$ cat config.mk
export PLATFORM = sky130hd
export DESIGN_NAME = quoted_argument_tokenizer
export DESIGN_NICKNAME = d
export VERILOG_FILES = /design/src/rtl/core/qat_pkg.sv /design/src/rtl/core/qat_front.sv /design/src/rtl/core/qat_queue.sv /design/src/rtl/core/qat_back.sv /design/src/rtl/core/quoted_argument_tokenizer.sv
export SDC_FILE = /design/constraint.sdc
export NUM_CORES = 1
export LEC_CHECK = 0
export BUFFER_PORTS_ARGS = -buffer_cell sky130_fd_sc_hd__buf_4
export CAP_MARGIN = 20
export CORE_UTILIZATION = 49
export DETAILED_ROUTE_END_ITERATION = 8
export PLACE_DENSITY = 0.73
export SLEW_MARGIN = 20
export SYNTH_ARGS = -nofsm -noshare
export SYNTH_HDL_FRONTEND = slang
export SYNTH_SLANG_ARGS = --single-unit
export TNS_END_PERCENT = 10
$ cat constraint.sdc
create_clock -name clk -period 3.4 [get_ports clk]
set_clock_uncertainty 0.05 [all_clocks]
set_input_delay 0.68 -clock clk [delete_from_list [all_inputs] [get_ports clk]]
set_output_delay 0.68 -clock clk [all_outputs]
set_load 0.05 [all_outputs]
$ cat src/rtl/core/qat_pkg.sv
// ----------------------------------------------------------------------------
// qat_pkg
// Shared constants and types for the quoted argument tokenizer.
// ----------------------------------------------------------------------------
package qat_pkg;

  // Character codes that the lexer reacts to.
  localparam logic [7:0] CH_SPACE  = 8'h20;
  localparam logic [7:0] CH_TAB    = 8'h09;
  localparam logic [7:0] CH_SQUOTE = 8'h27;
  localparam logic [7:0] CH_DQUOTE = 8'h22;
  localparam logic [7:0] CH_BTICK  = 8'h60;
  localparam logic [7:0] CH_BSLASH = 8'h5C;

  // Default depth of the command queue between front and back.
  localparam int unsigned QUEUE_DEPTH = 4;

  // One command from the front: a data byte, a backslash followed by a
  // data byte, or a token-end mark.
  typedef struct packed {
    logic       two;     // emit a backslash before the byte
    logic       is_end;  // token-end mark instead of a byte
    logic [7:0] data;
  } cmd_t;

endpackage

$ cat src/rtl/core/qat_front.sv
// ----------------------------------------------------------------------------
// qat_front
// Lexer front end: holds the mode state and turns each accepted item into
// at most one command for the back end.
// ----------------------------------------------------------------------------
module qat_front (
  input  logic           clk,
  input  logic           rst,
  input  logic           accept,
  input  logic [7:0]     char_code,
  input  logic           end_of_text,
  output logic           push,
  output qat_pkg::cmd_t  cmd
);

  typedef enum logic [2:0] {
    MODE_NORMAL = 3'd0,
    MODE_DQUOTE = 3'd1,
    MODE_SQUOTE = 3'd2,
    MODE_ESCAPE = 3'd3,
    MODE_BTICK  = 3'd4
  } mode_t;

  mode_t      lex_mode;
  mode_t      lex_mode_next;
  mode_t      saved_mode;
  mode_t      saved_mode_next;
  logic       token_open;
  logic       token_open_next;
  logic [7:0] closer;

  // Next-state and command decode for one item.
  always_comb begin
    lex_mode_next   = lex_mode;
    saved_mode_next = saved_mode;
    token_open_next = token_open;
    push            = 1'b0;
    cmd.two         = 1'b0;
    cmd.is_end      = 1'b0;
    cmd.data        = char_code;
    closer          = qat_pkg::CH_SQUOTE;

    if (end_of_text) begin
      // Flush an open token and return to the reset state.
      push            = token_open;
      cmd.is_end      = 1'b1;
      cmd.data        = 8'd0;
      lex_mode_next   = MODE_NORMAL;
      saved_mode_next = MODE_NORMAL;
      token_open_next = 1'b0;
    end else begin
      case (lex_mode)
        MODE_ESCAPE: begin
          if (saved_mode == MODE_DQUOTE) begin
            closer = qat_pkg::CH_DQUOTE;
          end else if (saved_mode == MODE_BTICK) begin
            closer = qat_pkg::CH_BTICK;
          end else begin
            closer = qat_pkg::CH_SQUOTE;
          end
          push            = 1'b1;
          cmd.two         = (char_code != closer);
          token_open_next = 1'b1;
          lex_mode_next   = saved_mode;
          saved_mode_next = MODE_NORMAL;
        end
        MODE_DQUOTE, MODE_SQUOTE, MODE_BTICK: begin
          if (lex_mode == MODE_DQUOTE) begin
            closer = qat_pkg::CH_DQUOTE;
          end else if (lex_mode == MODE_SQUOTE) begin
            closer = qat_pkg::CH_SQUOTE;
          end else begin
            closer = qat_pkg::CH_BTICK;
          end
          if (char_code == qat_pkg::CH_BSLASH) begin
            saved_mode_next = lex_mode;
            lex_mode_next   = MODE_ESCAPE;
          end else begin
            push            = 1'b1;
            token_open_next = 1'b1;
            if (char_code == closer) begin
              lex_mode_next   = saved_mode;
              saved_mode_next = MODE_NORMAL;
            end
          end
        end
        default: begin
          // Normal mode; unused codes behave the same way.
          if (char_code == qat_pkg::CH_SPACE || char_code == qat_pkg::CH_TAB) begin
            if (token_open) begin
              push            = 1'b1;
              cmd.is_end      = 1'b1;
              cmd.data        = 8'd0;
              token_open_next = 1'b0;
            end
          end else begin
            if (char_code == qat_pkg::CH_SQUOTE) begin
              saved_mode_next = lex_mode;
              lex_mode_next   = MODE_SQUOTE;
            end else if (char_code == qat_pkg::CH_DQUOTE) begin
              saved_mode_next = lex_mode;
              lex_mode_next   = MODE_DQUOTE;
            end else if (char_code == qat_pkg::CH_BTICK) begin
              saved_mode_next = lex_mode;
              lex_mode_next   = MODE_BTICK;
            end
            push            = 1'b1;
            token_open_next = 1'b1;
          end
        end
      endcase
    end
  end

  // Lexer state advances on each accepted item.
  always_ff @(posedge clk) begin
    if (rst) begin
      lex_mode   <= MODE_NORMAL;
      saved_mode <= MODE_NORMAL;
      token_open <= 1'b0;
    end else if (accept) begin
      lex_mode   <= lex_mode_next;
      saved_mode <= saved_mode_next;
      token_open <= token_open_next;
    end
  end

endmodule

$ cat src/rtl/core/qat_queue.sv
// ----------------------------------------------------------------------------
// qat_queue
// Small command queue that decouples the lexer front from the output back.
// ----------------------------------------------------------------------------
module qat_queue #(
  parameter int unsigned DEPTH = qat_pkg::QUEUE_DEPTH
) (
  input  logic           clk,
  input  logic           rst,
  input  logic           push,
  input  qat_pkg::cmd_t  push_cmd,
  input  logic           pop,
  output qat_pkg::cmd_t  head,
  output logic           empty,
  output logic           full
);

  localparam int unsigned PTR_W = (DEPTH > 1) ? $clog2(DEPTH) : 1;
  localparam int unsigned CNT_W = $clog2(DEPTH + 1);
  localparam logic [PTR_W-1:0] PTR_LAST = PTR_W'(DEPTH - 1);
  localparam logic [CNT_W-1:0] CNT_FULL = CNT_W'(DEPTH);

  qat_pkg::cmd_t    slots [DEPTH];
  logic [PTR_W-1:0] wr_ptr;
  logic [PTR_W-1:0] rd_ptr;
  logic [CNT_W-1:0] count;

  assign empty = (count == '0);
  assign full  = (count == CNT_FULL);
  assign head  = slots[rd_ptr];

  // Storage; payload needs no reset.
  always_ff @(posedge clk) begin
    if (push) begin
      slots[wr_ptr] <= push_cmd;
    end
  end

  // Pointers and fill count.
  always_ff @(posedge clk) begin
    if (rst) begin
      wr_ptr <= '0;
      rd_ptr <= '0;
      count  <= '0;
    end else begin
      if (push) begin
        wr_ptr <= (wr_ptr == PTR_LAST) ? '0 : wr_ptr + 1'b1;
      end
      if (pop) begin
        rd_ptr <= (rd_ptr == PTR_LAST) ? '0 : rd_ptr + 1'b1;
      end
      if (push && !pop) begin
        count <= count + 1'b1;
      end else if (pop && !push) begin
        count <= count - 1'b1;
      end
    end
  end

endmodule

$ cat src/rtl/core/qat_back.sv
// ----------------------------------------------------------------------------
// qat_back
// Output back end: expands queued commands into results and holds them in
// the output register until the transfer completes.
// ----------------------------------------------------------------------------
module qat_back (
  input  logic           clk,
  input  logic           rst,
  input  qat_pkg::cmd_t  head,
  input  logic           empty,
  output logic           pop,
  output logic           result_valid,
  input  logic           result_stall,
  output logic [7:0]     out_byte,
  output logic           token_end,
  output logic           run_last
);

  logic advance;
  logic phase;  // backslash of a two-result command already sent

  assign advance = !result_valid || !result_stall;
  assign pop     = advance && !empty && (!head.two || phase);

  // Control: output valid and expansion phase.
  always_ff @(posedge clk) begin
    if (rst) begin
      result_valid <= 1'b0;
      phase        <= 1'b0;
    end else if (advance) begin
      result_valid <= !empty;
      if (!empty) begin
        phase <= head.two && !phase;
      end
    end
  end

  // Output payload.
  always_ff @(posedge clk) begin
    if (advance && !empty) begin
      if (head.two && !phase) begin
        out_byte  <= qat_pkg::CH_BSLASH;
        token_end <= 1'b0;
        run_last  <= 1'b0;
      end else begin
        out_byte  <= head.data;
        token_end <= head.is_end;
        run_last  <= 1'b1;
      end
    end
  end

endmodule

$ cat src/rtl/core/quoted_argument_tokenizer.sv
// ----------------------------------------------------------------------------
// quoted_argument_tokenizer
// Splits a byte stream into shell-style command-line arguments.
// ----------------------------------------------------------------------------
// The front lexer takes one item per cycle and pushes at most one command into
// a small queue; the back end delivers one result per cycle from its output
// register while result_stall is low. A plain byte or a token end gives one
// result, an escaped byte other than the matching quote gives two (backslash,
// then the byte), and blanks outside a token, backslashes inside quotes and an
// end marker with no open token give none. Output throughput is set by the
// single output register. The first result of an item passes through a queue
// slot and then the output register. Item stall rises only when the command
// queue is full.
module quoted_argument_tokenizer #(
  parameter int unsigned QUEUE_DEPTH = qat_pkg::QUEUE_DEPTH
) (
  input  logic       clk,
  input  logic       rst,
  input  logic       item_valid,
  output logic       item_stall,
  input  logic [7:0] char_code,
  input  logic       end_of_text,
  output logic       result_valid,
  input  logic       result_stall,
  output logic [7:0] out_byte,
  output logic       token_end,
  output logic       run_last
);

  logic          accept;
  logic          front_push;
  qat_pkg::cmd_t front_cmd;
  logic          q_push;
  logic          q_pop;
  logic          q_empty;
  logic          q_full;
  qat_pkg::cmd_t q_head;

  // Item transfer.
  assign item_stall = q_full;
  assign accept     = item_valid && !item_stall;
  assign q_push     = accept && front_push;

  qat_front u_front (
    .clk         (clk),
    .rst         (rst),
    .accept      (accept),
    .char_code   (char_code),
    .end_of_text (end_of_text),
    .push        (front_push),
    .cmd         (front_cmd)
  );

  qat_queue #(
    .DEPTH (QUEUE_DEPTH)
  ) u_queue (
    .clk      (clk),
    .rst      (rst),
    .push     (q_push),
    .push_cmd (front_cmd),
    .pop      (q_pop),
    .head     (q_head),
    .empty    (q_empty),
    .full     (q_full)
  );

  qat_back u_back (
    .clk          (clk),
    .rst          (rst),
    .head         (q_head),
    .empty        (q_empty),
    .pop          (q_pop),
    .result_valid (result_valid),
    .result_stall (result_stall),
    .out_byte     (out_byte),
    .token_end    (token_end),
    .run_last     (run_last)
  );

endmodule
# Yosys cells after proc, flatten, opt, wreduce, memory -nomap -nowiden
# Memory sizes are Yosys's and may differ from the RTL's. A register that Yosys moved wholly into a read port is not among the register bits.
# Index checks and enable logic that the tools add are counted.
# word_totals
ff_bits	26
latch_bits	0
mem_bits_rw	40
rom_bits	0
inputBits	13
out_inout_bits	12
word_cells	111
memories	1
# op_classes
add_sub_neg	4
multipliers	0
div_mod_pow	0
order_cmp	0
n_eq_ne	20
n_shift	0
mux	48
n_bitwise	1
n_reduce_logical	26
# memory_table
memory	depth	width	read_ports	rd_ports_with_merged_regs	write_ports	line_no	source
u_queue.slots	4	10	1	1	1	qat_queue.sv:23	qat_pkg::cmd_t slots [DEPTH];
# op_table
op	count
3-bit two-way mux	16
8-bit two-way mux	6
9-bit two-way mux	4
8-bit by 6-bit equality test with 1-bit output, second input constant	3
8-bit by 7-bit equality test with 1-bit output, second input constant	2
7-bit two-way mux	2
1-bit two-way mux	12
3-bit case mux with 2 select lines	2
3-bit equality test, second input constant	3
8-bit by 4-bit equality test with 1-bit output, second input constant	1
8-bit equality test	1
1-bit zero test	8
2-bit two-way mux	4
8-bit != test	1
1-bit logical AND	7
3-bit by 1-bit equality test with 1-bit output, second input constant	2
3-bit by 2-bit equality test with 1-bit output, second input constant	2
6-bit nonzero test	1
2-bit by 1-bit adder with 2-bit output, second input constant	2
2-bit equality test, second input constant	2
4-bit by 2-bit != test with 1-bit output, second input constant	1
4-bit != test, second input constant	1
1-bit case mux with 2 select lines	2
2-bit AND reduction	2
10 further kinds	12

# Logic depth before layout (Yosys ltp)
# Gate-level depths: netlist of the first run.
# logic_depth
depth_word	10
ltp_mapped	12
ltp_nobuf	10

# Cells and area by module
# A second synthesis of the first run with hierarchy kept.
# unflattened
cells_unflattened	216
hier_area_um2	3054.2
# modules_own_cells
mod	instances	cells_each	area_each_um2	seq_area_each_um2
qat_queue	1	96	1883.1	1381.3
qat_front	1	88	701.9	140.1
qat_back	1	30	454.2	340.3
quoted_argument_tokenizer	1	2	15.0	0.0

# Least setup slack after synthesis of the first run
# OpenSTA, ideal clock, no wires.
# synth_timing
path_kind	flip-flop to flip-flop
startpoint	register u_queue.count[0]
endpoint	register u_queue.count[2]
setup_ps	71
t_arrival_ps	3048
t_required_ps	3279
path_slack_ps	232
stages_incl_launch_ff	11
path_buffers	0
period_less_slack_ps	3168
path_cell_list	dfxtp_1 -> nor3b_1 -> nor2b_1 -> o31ai_4 -> a21oi_2 -> ha_1 -> inv_1 -> fa_1 -> xor2_1 -> or3_1 -> a21oi_1
# synth_between
elab_chain_len	7
elab_cells_between_ends	17
cone_classes	add/sub: 2; eq/ne: 1; mux: 2; reduce/logical: 12
# synth_lines
item	line_no	source
from (decl)	qat_queue.sv:26	logic [CNT_W-1:0] count;
from (signal assigned)	qat_queue.sv:53	count <= count + 1'b1;
from (signal assigned)	qat_queue.sv:55	count <= count - 1'b1;
3-bit equality test *	qat_queue.sv:29	assign full = (count == CNT_FULL);
net item_stall	quoted_argument_tokenizer.sv:20	output logic item_stall,
1-bit zero test *	quoted_argument_tokenizer.sv:41	assign accept = item_valid && !item_stall;
1-bit logical AND *	quoted_argument_tokenizer.sv:41	
1-bit logical AND *	quoted_argument_tokenizer.sv:42	assign q_push = accept && front_push;
net q_push	quoted_argument_tokenizer.sv:33	logic q_push;
1-bit zero test	qat_queue.sv:54	end else if (pop && !push) begin
1-bit logical AND	qat_queue.sv:54	
2-bit nonzero test (no line)	n/a	
# Mark *: on every way through the listed nets, which the timed path passes. The rest lies on a longest branch. The select of a mux whose other input is x is not followed.
# A chain may end at the register's enable or synchronous reset.

==> run metrics, run 1 <==
CP Cell Sequence=mux4_2, nor2b_1, nor2_1, inv_1, ha_1, inv_1, fa_1, xor2_1, or3_1, a21oi_1; number of I/O port buffers=24; crit-path most repeated cell=inv_1; initial antenna violation count=0; Setup violations, final=0; Int Power=1.82 mW; critical path data required time=3620 ps; syn_nets=250; sequential cell fraction of total power=0.417; Final Hold Vio Count=0; GRT Total Usage=0.170; average wire per standard cell=15.4 um; Syn Inst Count=230; post-synthesis mux area share=0.103; Synthesis Warnings=0; pre-CTS setup slack=340 ps; FMAX=~0.34 GHz; Clock Power Share=0.255; post-route setup TNS=0 ps; Max FO, Critical Path=11; Max Slew Vio Count=0; Synth top area share=0.482; largest family of logic cells by synthesized area=simple AND/OR/NAND/NOR gates; pin count of the biggest net entering global routing=20; Lkg Pwr=1.25 nW; die area=0.00668 sq mm; post-route clock period utilization=0.865; Synth area leaders=edfxtp_1 (48%), dfxtp_1 (12%), mux4_2 (7.2%); post-route minimum period=2940 ps; Die W=81.8 um; Post-CTS Setup Inserts=0; post-synthesis sequential area ratio=0.597; Synth Flop Type=edfxtp_1; Die Span Y=81.8 um; Switching Fraction=0.330; share of layout cells above drive strength 1=0.245; synthesized cell area=about 0.0031 sq mm; global route overflow=0; Setup WS post-layout=458 ps; core area=~0.0060 sq mm; Clock Sinks=a little under 70; Post-synth ARST share=0; Synth Area in Adders=0.0305; Unique masters post-synth=50; CTS Buf Count=9; syn_area_per_cell=13.6 sq um; max cap viols=0; Starting Density=0.517; CTS max path bufs=2; Worst VDD drop=~0.46 mV; #FFs+latches synth=68; Arr. time, crit path=3160 ps; htree depth=3; CTS Root Cell=clkbuf_8; ANT nets after route=0; site row count=28; status=finished clean; Buffers & Inverters on Critical Path=2; vias in the first global route=1765; synth cell count leaders=edfxtp_1 (50), dfxtp_1 (18), nor2_1 (15); NumNets Final=277; GPL Wtd Cong=0.905; Routed WL=~5.2 mm; total iterations of the first detailed-routing run=4; worst stage delay on the critical path=roughly 560 ps; top-count cell post-synth=edfxtp_1; NetSw=approximately 0.90 mW; vias=1848; RSZ-0062 raised after global routing=no; crit end category=register; xor and xnor area share after synthesis=0.0197; IO Count=25; 1st-iter DRT viols=74; Worst-Margin Slew=677 ps; CTS clock-pin slew for the worst setup and hold paths=70 ps; Simple-Gate Fraction of Synth Area=0.135; global-route wire length before repair=8.13 mm; Setup CP Type=reg2reg; hold crit path type=reg2reg; CTS hold repair buffers=0; crit path launch type=register; Cell Pwr Density=760 mW/mm^2; CTS tree=yes; Post-synth EDFFs=50; DR vias/cell=5.50; Area Growth Syn to Fin=14.5%; complex-gate fraction of the synthesized area=0.0835; Worst-Skew Late Latency=330 ps; DR DRC count=0; # diodes=0; Comb power frac=0.328; Slew Limit Headroom=0.548; Synth area leader=edfxtp_1; cell family with most CP delay=simple AND/OR/NAND/NOR gates; Critical Path Slowest Stage Cell=nor2b_1; Post-DP HPWL=3.62 mm; # resized after CTS=0
==> stage by stage <==
step | cell area [sq um] | hold WS (ps) | util | total power, mW | cells
floorplan | 3120 | 416 | - | 1.83 | 230
global route | 3570 | 462 | 0.592 | 2.86 | 336
finish | 3570 | 423 | 0.592 | 2.71 | 336
global placement | 3370 | 404 | 0.559 | 2.03 | 321
CTS | 3570 | 426 | 0.592 | 2.74 | 336
detailed placement | 3370 | 417 | 0.559 | 2.05 | 321
==> cell usage in the layout (no fill, tap or decap), drive strengths merged, types with 8 or more instances in the layout <==
master,Yosys,routed
mux4,10,10
inv,13,13
edfxtp,50,50
clkbuf,5,9
nand2b,9,9
nor2,15,15
nor2b,11,11
buf,6,27
dfxtp,18,18
and2,8,8
==> final timing paths <==
| check | startpoint | endpoint | slack, ps | cells past startpoint |
|---|---|---|---|---|
| max | register | u_queue.count[2] | 460 | 10 |
| min | u_back.result_valid | u_back.result_valid | 420 | 2 |
| max reg2reg | register | u_queue.count[2] | 460 | 10 |
| min reg2reg | u_back.result_valid | u_back.result_valid | 420 | 2 |
==> power by group through the flow <==
stage	Combinational, mW	Clock [mW]	Sequential, mW
after floorplan	0.459	0	1.37
after global placement	0.886	0	1.15
after detailed placement	0.901	0	1.15
after CTS	0.902	0.702	1.13
after global routing	0.971	0.735	1.15
final	0.890	0.691	1.13
==> sequential cells by signal, indices dropped and copies added (netlist names), named ones only <==
signal / flops
u_back.out_byte: 8
u_back.phase: 1
u_back.result_valid: 1
u_back.run_last: 1
u_back.token_end: 1
u_front.lex_mode: 3
u_front.saved_mode: 3
u_front.token_open: 1
u_queue.count: 3
u_queue.rd_ptr: 2
u_queue.slots: 40
u_queue.wr_ptr: 2
==> metal layers <==
layer | track usage | up-vias | share of wire
met3 | 0.0344 | 14 | 0.026
met5 | 0 | - | 0
met2 | 0.296 | 39 | 0.51
met1 | 0.193 | 892 | 0.44
li1 | - | 903 | -
met4 | 0.100 | 0 | 0.024
==> worst reg2reg max path, stage by stage (launching register included) <==
cell     delay [ps]
dfxtp_1         330
mux4_2          330
nor2b_1         560
nor2_1          220
inv_1           100
ha_1            170
inv_1            70
fa_1            430
xor2_1          160
or3_1           300
a21oi_1         150
==> final cells by class <==
cell class                 count  area (sq um)
timing repair buffer          27           203
fill                         486          2460
sequential                    68          1860
multi-input combinational    138          1160
clock inverter                 6          80.1
clock buffer                   9           124
inverter                      13          48.8
tap                           75          93.8
==> kinds of logic (layout without fill, tap and decap cells) <==
kind of cell	after synthesis	in the layout
adders and majority gates	7	7
and+or+nand+nor	72	72
AOI/OAI and AO/OA	33	33
buffers and inverters	24	55
xor gates and xnor gates	7	7
DFF	68	68
muxes	19	19
Power figures use the tool's default switching activity.
==> run 2: changes to the inputs <==
--- a/config.mk
+++ b/config.mk
@@ -9,9 +9,10 @@
 export CAP_MARGIN = 20
 export CORE_UTILIZATION = 49
 export DETAILED_ROUTE_END_ITERATION = 8
-export PLACE_DENSITY = 0.73
+export PLACE_DENSITY = 0.76
 export SLEW_MARGIN = 20
 export SYNTH_ARGS = -nofsm -noshare
 export SYNTH_HDL_FRONTEND = slang
+export SYNTH_HIERARCHICAL = 1
 export SYNTH_SLANG_ARGS = --single-unit
 export TNS_END_PERCENT = 10
==> constraint.sdc (replaced) <==
create_clock -name clk -period 2.4 [get_ports clk]
set_clock_uncertainty 0.05 [all_clocks]
set_input_delay 0.48 -clock clk [delete_from_list [all_inputs] [get_ports clk]]
set_output_delay 0.48 -clock clk [all_outputs]
set_load 0.05 [all_outputs]
==> run metrics, run 2 <==
post-route clock period utilization=1.08; CTS Buf Count=9 (unchanged); #FFs+latches synth=68 (unchanged); Max FO, Critical Path=2 (-9); Post-synth EDFFs=50 (unchanged); Post-synth ARST share=0 (unchanged); Worst VDD drop=0.687 mV (+50%); Post-DP HPWL=4.10 mm (+13%); vias=2021 (+9.4%); Switching Fraction=0.343 (+0.0129); CTS tree=yes; Clock Power Share=0.235 (-0.020); Unique masters post-synth=47 (-6.0%); Final Hold Vio Count=0 (unchanged); ANT nets after route=0 (unchanged); sequential cell fraction of total power=0.407 (-0.010); # diodes=0 (unchanged); GRT Total Usage=0.213 (+0.0428); global-route wire length before repair=9.78 mm (+20%); largest family of logic cells by synthesized area=simple AND/OR/NAND/NOR gates; Setup violations, final=2 (+2); pre-CTS setup slack=-511 ps (-851 ps); Critical Path Slowest Stage Cell=or4_4; Setup WS post-layout=-184 ps (-642 ps); max FFs per register=40 (unchanged); Final Hold Slack=353 ps (-70.1 ps); CTS Root Cell=clkbuf_8; syn_area_per_cell=14.1 sq um (+4.3%); syn_nets=236 (-5.6%); crit path launch type=primary input; failing checks=setup timing; hold crit path type=in2reg; synth cell count leaders=edfxtp_1 (50), dfxtp_1 (18), nor2_1 (17); NetSw=1.34 mW (+49%); Synth top area share=0.492 (+0.00987); Clock Sinks=68 (unchanged); core area=0.00596 sq mm (-1.2%); biggest regs=u_queue/slots (40), u_back/out_byte (8); largest reg by FF count=u_queue/slots; worst stage delay on the critical path=540 ps (-20 ps); synthesized cell area=0.00305 sq mm (-2.0%); complex-gate fraction of the synthesized area=0.0713 (-0.0122); CTS clock-pin slew for the worst setup and hold paths=70 ps (about the same); max cap viols=0 (unchanged); RSZ-0062 raised after global routing=yes; CP Cell Sequence=buf_8, or4_4, nor4_4, nor2_1, o32a_1, and3b_2, ha_4, inv_2, fa_2, xor2_1, or3_1, a21oi_1; xor and xnor area share after synthesis=0.0172 (-0.00246); 1st-iter DRT viols=128 (+73%); Area Growth Syn to Fin=28.3%; most common cell after layout, fill and taps aside=buf_4; total iterations of the first detailed-routing run=5 (+1); R2R setup slack=-70 ps (-530 ps); FMAX=between 0.3 and 0.4 GHz; Synth Area in Adders=0.0311 (+0.000625); crit end category=register; GPL Wtd Cong=1.01 (+11%); CTS max path bufs=2 (unchanged); Worst-Skew Late Latency=340 ps (about the same); Lkg Pwr=1.48 nW (+19%); Int Power=2.56 mW (+41%); Setup CP Type=in2reg; NumNets Final=308 (+11%); initial antenna violation count=0 (unchanged); pin count of the biggest net entering global routing=14 (-30%); number of I/O port buffers=24 (unchanged); critical path data required time=2620 ps (-1000 ps); status=finished, violations left; site row count=28 (unchanged); Syn Inst Count=216 (-6.1%); DR DRC count=0 (unchanged); Simple-Gate Fraction of Synth Area=0.154 (+0.0196); post-route setup TNS=-310 ps (-310 ps); most frequent cells in the layout=buf_4 (58), edfxtp_1 (50), dfxtp_1 (16), nor2_1 (16); average wire per standard cell=17.0 um (+10%); Die Span Y=81.0 um (-0.98%); Die W=81.0 um (-0.98%); share of layout cells above drive strength 1=0.390 (+0.145); Max Slew Vio Count=0 (unchanged); Synthesis Warnings=6 (+6); Slew Limit Headroom=0.713 (+0.165); Routed WL=6.23 mm (+21%); Cell Pwr Density=993 mW/mm^2 (+31%); Worst-Margin Slew=430 ps (-247 ps); post-route minimum period=2580 ps; Synth area leaders=edfxtp_1 (49%), dfxtp_1 (12%), mux4_2 (7.4%); Arr. time, crit path=2810 ps (-350 ps); post-synthesis mux area share=0.0967 (-0.00649); IO Count=25 (unchanged); top-count cell post-synth=edfxtp_1; Synth area leader=edfxtp_1; Comb power frac=0.357 (+0.029); htree depth=3 (unchanged); vias in the first global route=2039 (+16%); global route overflow=0 (unchanged); die area=0.00655 sq mm (-2.0%); Synth Flop Type=edfxtp_1; Starting Density=0.513 (-0.00442); post-synthesis sequential area ratio=0.610 (+0.0122); DR vias/cell=5.51 (+0.12%)
[run 2: cell count changes after synthesis, moves of 3 or more]
cell and change:
and2_1 +6, a21oi_1 +7, buf_2 -3, o32ai_1 -4
a32o_1 +3, clkbuf_1 -4, inv_1 -5, nor2b_1 -6
or2_2 -5, a22o_1 +3
[run 2: kinds of logic after synthesis]
family / Yosys count
buffers and inverters: 13
adders and majority gates: 7
xor gates and xnor gates: 6
DFF: 68
muxes: 17
AOI/OAI and AO/OA: 31
and+or+nand+nor: 74
[run 2: power by group through the flow]
stage                     clock, mW  sequential, mW  combinational (mW)
after floorplan                   0            1.94               0.635
after global placement            0            1.60                1.33
after detailed placement          0            1.61                1.36
after CTS                     0.930            1.59                1.39
after global routing          0.969            1.61                1.51
final                         0.916            1.58                1.39
[run 2: worst paths after layout]
| kind | startpoint | to | depth (start not counted) |
|---|---|---|---|
| hold reg to reg | u_back/result_valid | u_back/result_valid | 2 |
| setup / recovery | char_code[7] | u_queue/count[2] | 12 |
| setup reg to reg | u_front/lex_mode[0] | u_queue/count[2] | 11 |
| hold / removal | result_stall | u_back/result_valid | 3 |
[run 2: critical path: cells and delay by family]
kind | cells | cell delay (ps)
and+or+nand+nor | 5 | 1480
adders and majority gates | 2 | 350
xor gates and xnor gates | 1 | 80
buffers and inverters | 2 | 140
AOI/OAI and AO/OA | 2 | 290
[run 2: what timing repair did]
| action | 4_1_cts | 5_1_grt |
|---|---|---|
| gates resized for setup | 20 | 8 |
| setup endpoints to repair | 42 | 44 |
| gates cloned | 0 | 0 |
| hold buffers | 0 | 0 |
| pin swaps | 12 | 4 |
| endpoints found under the hold margin | 0 | 0 |
| setup buffers | 14 | 2 |
[run 2: through the flow]
| step | area [sq um] | std cells | utilization | power [mW] |
|---|---|---|---|---|
| 2_1_floorplan | 3090 | 216 | - | 2.57 |
| 3_3_place_gp | 3560 | 340 | 0.597 | 2.93 |
| 3_5_place_dp | 3560 | 340 | 0.597 | 2.98 |
| 4_1_cts | 3920 | 368 | 0.658 | 3.91 |
| 5_1_grt | 3920 | 367 | 0.658 | 4.08 |
| 6_report | 3920 | 367 | 0.658 | 3.89 |
[run 2: layout make-up]
class,count,area (sq um)
flip-flops and latches,68,1870
multi-input cells,135,1200
clock buffers,9,124
well taps,75,93.8
repair buffers,66,529
clock inverters,6,66.3
fillers,431,2040
inverters,8,30.0
[run 2: metal layers]
layer	GRT usage	share of wire	wire length (um)
met5	0	0	0
met1	0.241	0.40	2520
met3	0.0584	0.055	342
met2	0.358	0.51	3190
met4	0.130	0.029	178
